[config.mk]
export PLATFORM = sky130hd
export DESIGN_NAME = triplet_hinge_loss
export DESIGN_NICKNAME = d
export VERILOG_FILES = /design/src/hw/rtl/thl_pkg.sv /design/src/hw/rtl/thl_front.sv /design/src/hw/rtl/thl_queue.sv /design/src/hw/rtl/thl_back.sv /design/src/hw/rtl/triplet_hinge_loss.sv
export SDC_FILE = /design/constraint.sdc
export NUM_CORES = 2
export LEC_CHECK = 0
export ABC_AREA = 0
export BUFFER_PORTS_ARGS = -buffer_cell sky130_fd_sc_hd__clkbuf_2
export CAP_MARGIN = 10
export CORE_MARGIN = 2
export CORE_UTILIZATION = 28
export CTS_BUF_LIST = sky130_fd_sc_hd__clkbuf_4 sky130_fd_sc_hd__clkbuf_8 sky130_fd_sc_hd__clkbuf_16
export CTS_CLUSTER_SIZE = 14
export DETAILED_ROUTE_END_ITERATION = 8
export PLACE_DENSITY = 0.43
export SYNTH_ARGS = -nofsm -noshare
export SYNTH_HDL_FRONTEND = slang
export SYNTH_SLANG_ARGS = --single-unit
[constraint.sdc]
create_clock -name clk -period 14.1 [get_ports clk]
set_input_delay 2.82 -clock clk [delete_from_list [all_inputs] [get_ports clk]]
set_output_delay 2.82 -clock clk [all_outputs]
set_load 0.01 [all_outputs]
[src/hw/rtl/thl_pkg.sv]
// thl_pkg: shared widths, codes and types for the triplet hinge loss block
// used by thl_front, thl_queue, thl_back and triplet_hinge_loss
`timescale 1ns / 1ps
`default_nettype none

package thl_pkg;

  // port field widths
  localparam int IN_W     = 16;
  localparam int OUT_W    = 47;
  localparam int MARGIN_W = 32;

  // arithmetic sizing
  localparam int FEAT_W       = 16;
  localparam int ACC_W        = 48;
  localparam int MAX_TRIPLETS = 65536;
  localparam int CNT_W        = $clog2(MAX_TRIPLETS + 1);
  localparam int MAG_W        = FEAT_W + 1;
  localparam int ED_W         = 2 * MAG_W;
  localparam int ACC_SUM_W    = ((ACC_W > ED_W) ? ACC_W : ED_W) + 1;
  localparam int BSUM_W       = 64;

  // batch mean divider, one quotient bit per cycle
  localparam int DIV_STEPS = BSUM_W;
  localparam int DIV_CNT_W = $clog2(DIV_STEPS);

  // queue between front and back
  localparam int Q_DEPTH = 4;
  localparam int Q_PTR_W = $clog2(Q_DEPTH);
  localparam int Q_CNT_W = $clog2(Q_DEPTH + 1);

  localparam logic [OUT_W-1:0] OUT_MAX = {OUT_W{1'b1}};

  // configuration register indexes
  localparam int CFG_IDX_W = 1;
  localparam logic [CFG_IDX_W-1:0] CFG_NORM   = 1'b0;
  localparam logic [CFG_IDX_W-1:0] CFG_MARGIN = 1'b1;

  typedef enum logic {
    NORM_L1 = 1'b0,
    NORM_L2 = 1'b1
  } norm_t;

  typedef struct packed {
    logic                 valid;
    logic [CFG_IDX_W-1:0] index;
    logic [MARGIN_W-1:0]  data;
  } cfg_wr_t;

  // one finished triplet, as queued for the back end
  typedef struct packed {
    logic [OUT_W-1:0] term;
    logic             bend;
  } thl_entry_t;

  typedef struct packed {
    logic [Q_CNT_W-1:0] count;
    logic               empty;
  } q_status_t;

  typedef enum logic [1:0] {
    BK_IDLE,
    BK_DIV,
    BK_DONE
  } bk_state_t;

endpackage

`default_nettype wire

[src/hw/rtl/thl_front.sv]
// thl_front: input request handling, configuration registers, per-element
// distances, distance accumulation and hinge term; depends on thl_pkg
`timescale 1ns / 1ps
`default_nettype none

module thl_front
  import thl_pkg::*;
(
  input  logic                     clk,
  input  logic                     rst_n,
  input  cfg_wr_t                  cfg_i,
  input  logic                     in_valid,
  output logic                     in_stall,
  input  logic signed [IN_W-1:0]   in_query_value,
  input  logic signed [IN_W-1:0]   in_similar_value,
  input  logic signed [IN_W-1:0]   in_dissimilar_value,
  input  logic                     in_vector_end,
  input  logic                     in_batch_end,
  input  q_status_t                q_stat_i,
  output logic                     push_o,
  output thl_entry_t               push_data_o
);

  norm_t               norm_r;
  logic [MARGIN_W-1:0] margin_r;

  logic                accept;
  logic [MAG_W-1:0]    pos_mag, neg_mag;
  logic [ED_W-1:0]     pos_ed, neg_ed;

  logic                s1_v_r, s1_vend_r, s1_bend_r;
  logic [ED_W-1:0]     s1_pos_r, s1_neg_r;

  logic [ACC_W-1:0]    pos_acc_r, neg_acc_r, pos_acc_nxt, neg_acc_nxt;
  logic [ACC_W-1:0]    pos_sat, neg_sat;
  logic [ACC_SUM_W-1:0] pos_sum, neg_sum;

  logic                s2_v_r, s2_bend_r;
  logic [ACC_W-1:0]    s2_pos_r, s2_neg_r;
  logic signed [63:0]  diff;

  logic [1:0]          pending;
  logic [Q_CNT_W:0]    used;

  // configuration, to be written only while idle; the block itself does not enforce it
  always_ff @(posedge clk) begin
    if (!rst_n) begin
      norm_r   <= NORM_L2;
      margin_r <= '0;
    end else if (cfg_i.valid) begin
      unique case (cfg_i.index)
        CFG_NORM:   norm_r   <= norm_t'(cfg_i.data[0]);
        CFG_MARGIN: margin_r <= cfg_i.data;
        default:    ;
      endcase
    end
  end

  // credit check: every request in the pipe that ends a vector owns a queue slot
  assign pending  = {1'b0, s1_v_r & s1_vend_r} + {1'b0, s2_v_r};
  assign used     = (Q_CNT_W + 1)'(q_stat_i.count) + (Q_CNT_W + 1)'(pending);
  assign in_stall = (used >= (Q_CNT_W + 1)'(Q_DEPTH));
  assign accept   = in_valid && !in_stall;

  function automatic logic [MAG_W-1:0] abs_diff(input logic [FEAT_W-1:0] a,
                                                input logic [FEAT_W-1:0] b);
    logic signed [MAG_W-1:0] d;
    d = $signed({a[FEAT_W-1], a}) - $signed({b[FEAT_W-1], b});
    return d[MAG_W-1] ? MAG_W'(-d) : MAG_W'(d);
  endfunction

  // stage 0: element distances
  always_comb begin
    pos_mag = abs_diff(in_query_value[FEAT_W-1:0], in_similar_value[FEAT_W-1:0]);
    neg_mag = abs_diff(in_query_value[FEAT_W-1:0], in_dissimilar_value[FEAT_W-1:0]);
    if (norm_r == NORM_L2) begin
      pos_ed = ED_W'(pos_mag) * ED_W'(pos_mag);
      neg_ed = ED_W'(neg_mag) * ED_W'(neg_mag);
    end else begin
      pos_ed = ED_W'(pos_mag);
      neg_ed = ED_W'(neg_mag);
    end
  end

  always_ff @(posedge clk) begin
    if (!rst_n) begin
      s1_v_r <= 1'b0;
    end else begin
      s1_v_r <= accept;
    end
  end

  always_ff @(posedge clk) begin
    if (accept) begin
      s1_vend_r <= in_vector_end;
      s1_bend_r <= in_batch_end;
      s1_pos_r  <= pos_ed;
      s1_neg_r  <= neg_ed;
    end
  end

  // stage 1: saturating accumulation
  always_comb begin
    pos_sum = ACC_SUM_W'(pos_acc_r) + ACC_SUM_W'(s1_pos_r);
    neg_sum = ACC_SUM_W'(neg_acc_r) + ACC_SUM_W'(s1_neg_r);
    pos_sat = (|pos_sum[ACC_SUM_W-1:ACC_W]) ? {ACC_W{1'b1}} : pos_sum[ACC_W-1:0];
    neg_sat = (|neg_sum[ACC_SUM_W-1:ACC_W]) ? {ACC_W{1'b1}} : neg_sum[ACC_W-1:0];
    pos_acc_nxt = pos_acc_r;
    neg_acc_nxt = neg_acc_r;
    if (s1_v_r) begin
      pos_acc_nxt = s1_vend_r ? '0 : pos_sat;
      neg_acc_nxt = s1_vend_r ? '0 : neg_sat;
    end
  end

  always_ff @(posedge clk) begin
    if (!rst_n) begin
      pos_acc_r <= '0;
      neg_acc_r <= '0;
      s2_v_r    <= 1'b0;
    end else begin
      pos_acc_r <= pos_acc_nxt;
      neg_acc_r <= neg_acc_nxt;
      s2_v_r    <= s1_v_r && s1_vend_r;
    end
  end

  always_ff @(posedge clk) begin
    if (s1_v_r && s1_vend_r) begin
      s2_pos_r  <= pos_sat;
      s2_neg_r  <= neg_sat;
      s2_bend_r <= s1_bend_r;
    end
  end

  // stage 2: hinge term
  always_comb begin
    diff = $signed(64'(s2_pos_r)) - $signed(64'(s2_neg_r)) + $signed(64'(margin_r));
    if (diff <= 64'sd0) begin
      push_data_o.term = '0;
    end else if (diff > $signed(64'(OUT_MAX))) begin
      push_data_o.term = OUT_MAX;
    end else begin
      push_data_o.term = diff[OUT_W-1:0];
    end
    push_data_o.bend = s2_bend_r;
  end

  assign push_o = s2_v_r;

  a_acc_clear: assert property (@(posedge clk) disable iff (!rst_n)
    (s1_v_r && s1_vend_r) |=> (pos_acc_r == '0 && neg_acc_r == '0))
    else $error("distance accumulators not cleared after vector end");

  a_no_overcommit: assert property (@(posedge clk) disable iff (!rst_n)
    used <= (Q_CNT_W + 1)'(Q_DEPTH))
    else $error("queue credits overcommitted");

endmodule

`default_nettype wire

[src/hw/rtl/thl_queue.sv]
// thl_queue: small flop queue of finished triplet terms between front and back
// depends on thl_pkg
`timescale 1ns / 1ps
`default_nettype none

module thl_queue
  import thl_pkg::*;
(
  input  logic       clk,
  input  logic       rst_n,
  input  logic       push_i,
  input  thl_entry_t push_data_i,
  input  logic       pop_i,
  output thl_entry_t head_o,
  output q_status_t  stat_o
);

  thl_entry_t         mem_r [Q_DEPTH];
  logic [Q_PTR_W-1:0] wr_ptr_r, rd_ptr_r, wr_ptr_nxt, rd_ptr_nxt;
  logic [Q_CNT_W-1:0] count_r, count_nxt;

  always_comb begin
    wr_ptr_nxt = wr_ptr_r;
    rd_ptr_nxt = rd_ptr_r;
    count_nxt  = count_r;
    if (push_i) begin
      wr_ptr_nxt = (wr_ptr_r == Q_PTR_W'(Q_DEPTH - 1)) ? '0 : wr_ptr_r + 1'b1;
    end
    if (pop_i) begin
      rd_ptr_nxt = (rd_ptr_r == Q_PTR_W'(Q_DEPTH - 1)) ? '0 : rd_ptr_r + 1'b1;
    end
    case ({push_i, pop_i})
      2'b10:   count_nxt = count_r + 1'b1;
      2'b01:   count_nxt = count_r - 1'b1;
      default: count_nxt = count_r;
    endcase
  end

  always_ff @(posedge clk) begin
    if (!rst_n) begin
      wr_ptr_r <= '0;
      rd_ptr_r <= '0;
      count_r  <= '0;
    end else begin
      wr_ptr_r <= wr_ptr_nxt;
      rd_ptr_r <= rd_ptr_nxt;
      count_r  <= count_nxt;
    end
  end

  always_ff @(posedge clk) begin
    if (push_i) begin
      mem_r[wr_ptr_r] <= push_data_i;
    end
  end

  assign head_o       = mem_r[rd_ptr_r];
  assign stat_o.count = count_r;
  assign stat_o.empty = (count_r == '0);

  a_no_overflow: assert property (@(posedge clk) disable iff (!rst_n)
    push_i |-> (count_r != Q_CNT_W'(Q_DEPTH)))
    else $error("push into full queue");

  a_no_underflow: assert property (@(posedge clk) disable iff (!rst_n)
    pop_i |-> (count_r != '0))
    else $error("pop from empty queue");

endmodule

`default_nettype wire

[src/hw/rtl/thl_back.sv]
// thl_back: batch sum and triplet count, bit-serial batch mean divider and
// output register; depends on thl_pkg
`timescale 1ns / 1ps
`default_nettype none

module thl_back
  import thl_pkg::*;
(
  input  logic             clk,
  input  logic             rst_n,
  input  thl_entry_t       head_i,
  input  q_status_t        q_stat_i,
  output logic             pop_o,
  output logic             out_valid,
  input  logic             out_stall,
  output logic [OUT_W-1:0] out_triplet_term,
  output logic [OUT_W-1:0] out_mean_loss,
  output logic             out_batch_done
);

  bk_state_t              state_r, state_nxt;
  logic [BSUM_W-1:0]      sum_r;
  logic [CNT_W-1:0]       cnt_r;
  logic [BSUM_W:0]        sum_add;
  logic [BSUM_W-1:0]      sum_sat;
  logic [CNT_W-1:0]       cnt_inc;

  logic [BSUM_W-1:0]      dvd_r;
  logic [CNT_W-1:0]       dvs_r, rem_r;
  logic [DIV_CNT_W-1:0]   step_r;
  logic [OUT_W-1:0]       hold_term_r;
  logic [CNT_W:0]         shifted, trial;
  logic                   qbit;
  logic [OUT_W-1:0]       mean_sat;

  logic                   out_valid_r, out_done_r;
  logic [OUT_W-1:0]       out_term_r, out_mean_r;
  logic                   out_free;
  logic                   div_start, load_plain, load_mean;

  assign out_free = !out_valid_r || !out_stall;

  // next state
  always_comb begin
    state_nxt = state_r;
    unique case (state_r)
      BK_IDLE: if (!q_stat_i.empty && head_i.bend) state_nxt = BK_DIV;
      BK_DIV:  if (step_r == DIV_CNT_W'(DIV_STEPS - 1)) state_nxt = BK_DONE;
      BK_DONE: if (out_free) state_nxt = BK_IDLE;
      default: state_nxt = BK_IDLE;
    endcase
  end

  // control outputs
  always_comb begin
    pop_o      = 1'b0;
    div_start  = 1'b0;
    load_plain = 1'b0;
    load_mean  = 1'b0;
    unique case (state_r)
      BK_IDLE: begin
        if (!q_stat_i.empty) begin
          if (head_i.bend) begin
            pop_o     = 1'b1;
            div_start = 1'b1;
          end else if (out_free) begin
            pop_o      = 1'b1;
            load_plain = 1'b1;
          end
        end
      end
      BK_DIV:  ;
      BK_DONE: load_mean = out_free;
      default: ;
    endcase
  end

  always_ff @(posedge clk) begin
    if (!rst_n) begin
      state_r <= BK_IDLE;
    end else begin
      state_r <= state_nxt;
    end
  end

  // batch sum and count
  always_comb begin
    sum_add = {1'b0, sum_r} + (BSUM_W + 1)'(head_i.term);
    sum_sat = sum_add[BSUM_W] ? {BSUM_W{1'b1}} : sum_add[BSUM_W-1:0];
    cnt_inc = (cnt_r < CNT_W'(MAX_TRIPLETS)) ? cnt_r + 1'b1 : cnt_r;
  end

  always_ff @(posedge clk) begin
    if (!rst_n) begin
      sum_r <= '0;
      cnt_r <= '0;
    end else if (pop_o) begin
      sum_r <= head_i.bend ? '0 : sum_sat;
      cnt_r <= head_i.bend ? '0 : cnt_inc;
    end
  end

  // restoring divider: quotient bits shift into the dividend register
  always_comb begin
    shifted  = {rem_r, dvd_r[BSUM_W-1]};
    trial    = shifted - {1'b0, dvs_r};
    qbit     = (shifted >= {1'b0, dvs_r});
    mean_sat = (|dvd_r[BSUM_W-1:OUT_W]) ? OUT_MAX : dvd_r[OUT_W-1:0];
  end

  always_ff @(posedge clk) begin
    if (div_start) begin
      dvd_r       <= sum_sat;
      dvs_r       <= cnt_inc;
      rem_r       <= '0;
      step_r      <= '0;
      hold_term_r <= head_i.term;
    end else if (state_r == BK_DIV) begin
      dvd_r  <= {dvd_r[BSUM_W-2:0], qbit};
      rem_r  <= qbit ? trial[CNT_W-1:0] : shifted[CNT_W-1:0];
      step_r <= step_r + 1'b1;
    end
  end

  // output register
  always_ff @(posedge clk) begin
    if (!rst_n) begin
      out_valid_r <= 1'b0;
    end else if (load_plain || load_mean) begin
      out_valid_r <= 1'b1;
    end else if (!out_stall) begin
      out_valid_r <= 1'b0;
    end
  end

  always_ff @(posedge clk) begin
    if (load_plain) begin
      out_term_r <= head_i.term;
      out_mean_r <= '0;
      out_done_r <= 1'b0;
    end else if (load_mean) begin
      out_term_r <= hold_term_r;
      out_mean_r <= mean_sat;
      out_done_r <= 1'b1;
    end
  end

  assign out_valid        = out_valid_r;
  assign out_triplet_term = out_term_r;
  assign out_mean_loss    = out_mean_r;
  assign out_batch_done   = out_done_r;

  a_mean_only_on_done: assert property (@(posedge clk) disable iff (!rst_n)
    (out_valid_r && !out_done_r) |-> (out_mean_r == '0))
    else $error("mean present on a result that does not close a batch");

  a_divisor_nonzero: assert property (@(posedge clk) disable iff (!rst_n)
    (state_r == BK_DIV) |-> (dvs_r != '0))
    else $error("batch mean divided by zero count");

endmodule

`default_nettype wire

[src/hw/rtl/triplet_hinge_loss.sv]
// triplet_hinge_loss: top level, front end, term queue and back end
// depends on thl_pkg, thl_front, thl_queue, thl_back
//
// Usage: each input request carries one element of the query, similar and
// dissimilar vectors (signed Q4.12) plus vector_end / batch_end flags.
// A request is taken when in_valid is high and in_stall is low; results leave
// when out_valid is high and out_stall is low. One result per vector_end.
// Configuration (index 0 distance_norm, index 1 margin) is written through
// cfg_valid / cfg_ready, with cfg_ready always high; write only while idle.
// Throughput: one element per cycle while in_stall is low. The front end is a 3-stage pipe
// (distance, accumulate, hinge) feeding a 4-entry queue.
// A plain triplet result passes the stage 1 and 2 registers, a queue entry
// and the output register; a batch-closing result also runs through the
// bit-serial mean divider in the back end, while the queue keeps taking terms.
// in_stall rises only when the queue and the pipe hold as many finished
// vectors as the queue has entries, i.e. when the output stalls for long
// or several short vectors follow a batch end.
// Reset (rst_n low, synchronous) clears the distance accumulators, the batch sum and
// count, the queue and the output register, and sets L2 norm, margin 0.
`timescale 1ns / 1ps
`default_nettype none

module triplet_hinge_loss
  import thl_pkg::*;
(
  input  logic                   clk,
  input  logic                   rst_n,
  input  logic                   cfg_valid,
  output logic                   cfg_ready,
  input  logic [CFG_IDX_W-1:0]   cfg_index,
  input  logic [MARGIN_W-1:0]    cfg_data,
  input  logic                   in_valid,
  output logic                   in_stall,
  input  logic signed [IN_W-1:0] in_query_value,
  input  logic signed [IN_W-1:0] in_similar_value,
  input  logic signed [IN_W-1:0] in_dissimilar_value,
  input  logic                   in_vector_end,
  input  logic                   in_batch_end,
  output logic                   out_valid,
  input  logic                   out_stall,
  output logic [OUT_W-1:0]       out_triplet_term,
  output logic [OUT_W-1:0]       out_mean_loss,
  output logic                   out_batch_done
);

  cfg_wr_t    cfg_wr;
  logic       push, pop;
  thl_entry_t push_data, head;
  q_status_t  q_stat;

  assign cfg_ready    = 1'b1;
  assign cfg_wr.valid = cfg_valid && cfg_ready;
  assign cfg_wr.index = cfg_index;
  assign cfg_wr.data  = cfg_data;

  thl_front u_front (
    .clk                 (clk),
    .rst_n               (rst_n),
    .cfg_i               (cfg_wr),
    .in_valid            (in_valid),
    .in_stall            (in_stall),
    .in_query_value      (in_query_value),
    .in_similar_value    (in_similar_value),
    .in_dissimilar_value (in_dissimilar_value),
    .in_vector_end       (in_vector_end),
    .in_batch_end        (in_batch_end),
    .q_stat_i            (q_stat),
    .push_o              (push),
    .push_data_o         (push_data)
  );

  thl_queue u_queue (
    .clk         (clk),
    .rst_n       (rst_n),
    .push_i      (push),
    .push_data_i (push_data),
    .pop_i       (pop),
    .head_o      (head),
    .stat_o      (q_stat)
  );

  thl_back u_back (
    .clk              (clk),
    .rst_n            (rst_n),
    .head_i           (head),
    .q_stat_i         (q_stat),
    .pop_o            (pop),
    .out_valid        (out_valid),
    .out_stall        (out_stall),
    .out_triplet_term (out_triplet_term),
    .out_mean_loss    (out_mean_loss),
    .out_batch_done   (out_batch_done)
  );

endmodule

`default_nettype wire
==> impl_summary.txt <==
----------------------------------------------------
[Layout]
  Area added between synthesis and finish ... 12.6%
  Leading cell type in the layout, fill and taps excluded ... sky130_fd_sc_hd__inv_1
  Count of nets after finishing ... 7,288
  Leading cell types in the layout, fill and taps excluded ... 778 x sky130_fd_sc_hd__inv_1, 714 x sky130_fd_sc_hd__nand2_1, 534 x sky130_fd_sc_hd__edfxtp_1, 463 x sky130_fd_sc_hd__ha_1, 433 x sky130_fd_sc_hd__nor2_1
  Share of cells above drive strength 1 ... 9.92%
  Final Util ... 31.8%

[Worst setup path]
  Cell type of the slowest stage on the worst timing path ... sky130_fd_sc_hd__xnor2_1
  Buffers & Inverters on Critical Path ... 6
  Data arrival time of the critical path ... 12.72 ns
  Delay contributed by the slowest stage of the critical path ... 0.81 ns
  Cell depth of the worst flop-to-flop path ... 26
  Critical path peak fanout ... 9
  Most common cell on crit path ... sky130_fd_sc_hd__fa_1
  Type of the worst setup path ... input port to flop
  Crit. End Element ... flop
  Levels on crit path ... 35
  Cell type group with the largest total delay on the critical path ... adder cells
  Startpoint types ... input port
  Required @ worst endpoint ... 14.55 ns

[Floorplanning]
  Area of the die ... 0.220 mm2
  Die X-Extent ... 470 um
  Number of top-level pins ... 186
  Cell Rows ... 170
  Die boundary height ... 470 um
  Area inside the core boundary ... 0.215 mm2
  Initial standard-cell utilization of the core ... 28.2%

[Logic synthesis]
  Mean cell area of the mapped netlist ... 9.80 um2
  Post-Synthesis Cells ... 6,191
  Post-Synthesis Cell Area ... 0.0607 mm2
  Top flip-flop cell by instance count after synthesis ... sky130_fd_sc_hd__edfxtp_1
  Number of flops mapped to enable cells by yosys ... 534
  Ys async rst share ... 0%
  Yosys warns ... 0
  Number of different library cells in the post-synthesis netlist ... 104
  Seq/Total Area, Yosys ... 36.2%
  Synthesized flop and latch total ... 829

[STA]
  Unrepaired setup endpoints after global routing ... false
  Transition at the pin with the smallest max-transition slack ... 1.14 ns
  Worst slew margin relative to its limit ... 23.9%
  Setup_tns ... 0 ns
  Post-route clock period utilization ... 87.1%
  Final Hold Vio Count ... 0
  Final Critical Period ... 12.28 ns
  Final worst clock skew ... 0.0272 ns
  Fmax achieved ... 0.0815 GHz
  Max-slew violation count ... 0
  Finish-stage setup viols ... 0
  Worst Slack Setup Final ... 1.82 ns

[Routing]
  Count of routing violations after the opening detailed-route iteration ... 2,466
  Drt first pass iters ... 5
  Total wire length after detailed routing ... 169 mm
  Topmost layer with routed signal wires ... met4
  Post-route ant nets ... 0
  Wire length the detailed router placed on met1 ... 79.7 mm
  Detailed-route DRC error count ... 0
  Ratio of routed vias to standard cells ... 4.74
  DR WL met3 ... 5.32 mm
  Average detailed-routed wire length per instance ... 18.2 um
  Total vias in the final route ... 43.9k
  Met2 wire length ... 79.2 mm

[Placed design]
  RD Place Congestion ... 0.876
  Detail Placement HPWL ... 131 mm
  DP Worst Slack ... 1.05 ns
  Quantity of I/O buffers inserted on ports ... 184

[GRT]
  GR Util All Layers ... 15.2%
  Vias in the first global route ... 45.5k
  GRT overflow ... 0
  Global-route wire length before repair ... 266 mm
  Number of antenna violations at the first check in global routing ... 5
  Pin count of the biggest net entering global routing ... 77

[Clock network]
  Clock net sink count ... 829
  Number of buffers on the longest clock path ... 3
  Clock H-tree levels ... 3
  Library cell used as clock root buffer ... sky130_fd_sc_hd__clkbuf_16
  Worst skew pair latency ... 0.70 ns
  Number of instances resized during post-cts repair ... 0
  Total CTS buffers ... 97
  TritonCTS clock tree ... yes
  Number of buffers inserted to repair setup after CTS ... 0
  Clock-pin transition on the worst setup and hold timing paths ... 0.06 ns
  Count of hold buffers inserted by post-cts repair ... 0

[Min path]
  Hold WC Path Type ... flop to flop
  Hold Crit Depth ... 0

[Outcome]
  Status ... finished, final reports clean

[Flow run]
  Maxcap violations ... 0

----------------------------------------------------
-- cell families (layout without fill, tap and decap cells) --
| family | Yosys count | in the layout | synth area share, % |
|---|---|---|---|
| AOI/OAI and AO/OA | 1386 | 1386 | 15.2 |
| xor gates and xnor gates | 341 | 341 | 4.92 |
| adders and majority gates | 854 | 854 | 22.4 |
| buffers and inverters | 1008 | 1226 | 6.33 |
| DFF | 829 | 829 | 36.2 |
| muxes | 85 | 85 | 2.42 |
| other | 2 | 27 | 0.0124 |
| and+or+nand+nor | 1686 | 1686 | 12.5 |
-- routing by layer --
metal / track usage, % / vias to the layer above
met2: 25.5 / 756
li1: - / 21700
met1: 20.5 / 21300
met4: 4.72 / 0
met3: 1.44 / 178
met5: 0 / -
-- stage by stage --
step / hold WS [ns] / area (um2) / cells
after global placement: 0.418 / 65000 / 9085
after CTS: 0.443 / 68300 / 9269
final: 0.439 / 68300 / 9272
after detailed placement: 0.425 / 65000 / 9085
after global routing: 0.466 / 68300 / 9270
after floorplan: 0.400 / 60800 / 6213
-- worst paths after layout --
| kind | from | slack (ns) | to |
|---|---|---|---|
| min | u_front.s1_bend_r | 0.44 | u_front.s2_bend_r |
| max reg2reg | u_front.s2_pos_r[1] | 6.78 | u_queue.mem_r[2][4] |
| max | in_query_value[0] | 1.82 | u_front.s1_neg_r[33] |
| min reg2reg | u_front.s1_bend_r | 0.44 | u_front.s2_bend_r |
-- cells in the mapped netlist, types with 31 or more instances --
cell type,count,area share [%]
sky130_fd_sc_hd__xor2_1,138,2.0
sky130_fd_sc_hd__nor2b_1,54,0.56
sky130_fd_sc_hd__dfxtp_1,295,9.7
sky130_fd_sc_hd__and2_1,45,0.46
sky130_fd_sc_hd__a21o_1,142,1.8
sky130_fd_sc_hd__fa_1,391,13
sky130_fd_sc_hd__xnor2_1,203,2.9
sky130_fd_sc_hd__a21oi_1,410,3.4
sky130_fd_sc_hd__mux4_2,48,1.8
sky130_fd_sc_hd__clkbuf_1,181,1.1
sky130_fd_sc_hd__nand2b_1,49,0.51
sky130_fd_sc_hd__a31oi_1,63,0.65
sky130_fd_sc_hd__o21a_1,40,0.49
sky130_fd_sc_hd__or3_1,33,0.34
sky130_fd_sc_hd__nor3_1,75,0.62
sky130_fd_sc_hd__inv_1,783,4.8
sky130_fd_sc_hd__o21ai_0,264,2.2
sky130_fd_sc_hd__a211oi_1,31,0.38
sky130_fd_sc_hd__nand3_1,83,0.68
sky130_fd_sc_hd__and3_1,61,0.63
sky130_fd_sc_hd__o221a_2,48,0.89
sky130_fd_sc_hd__nand4_1,42,0.43
sky130_fd_sc_hd__nor2_1,436,2.7
sky130_fd_sc_hd__o21bai_1,33,0.41
sky130_fd_sc_hd__edfxtp_1,534,26
sky130_fd_sc_hd__a22o_1,77,1.1
sky130_fd_sc_hd__ha_1,463,9.5
sky130_fd_sc_hd__nand2_1,715,4.4
-- final cells by class --
type                            count  area [um2]
Fill cell                       22200      147000
Multi-Input combinational cell   4376       35100
Sequential cell                   829       21900
Tap cell                         2838        3550
Inverter                          794        2990
Clock buffer                      131        2820
Timing Repair Buffer              248        1400
Clock inverter                     53         549
Antenna cell                        3        7.51
-- flip-flops by register name, summed over array words and instances (netlist names), 34 cells and up, named ones only --
register                 cells
u_back.dvd_r                64
u_back.hold_term_r          47
u_back.out_mean_loss        47
u_back.out_triplet_term     47
u_back.sum_r                64
u_front.neg_acc_r           48
u_front.pos_acc_r           48
u_front.s1_neg_r            34
u_front.s1_pos_r            34
u_front.s2_neg_r            48
u_front.s2_pos_r            48
u_queue.mem_r              192
Power is not shown: default switching activity piles up to over one toggle a cycle in this logic, so the estimate is an artifact.
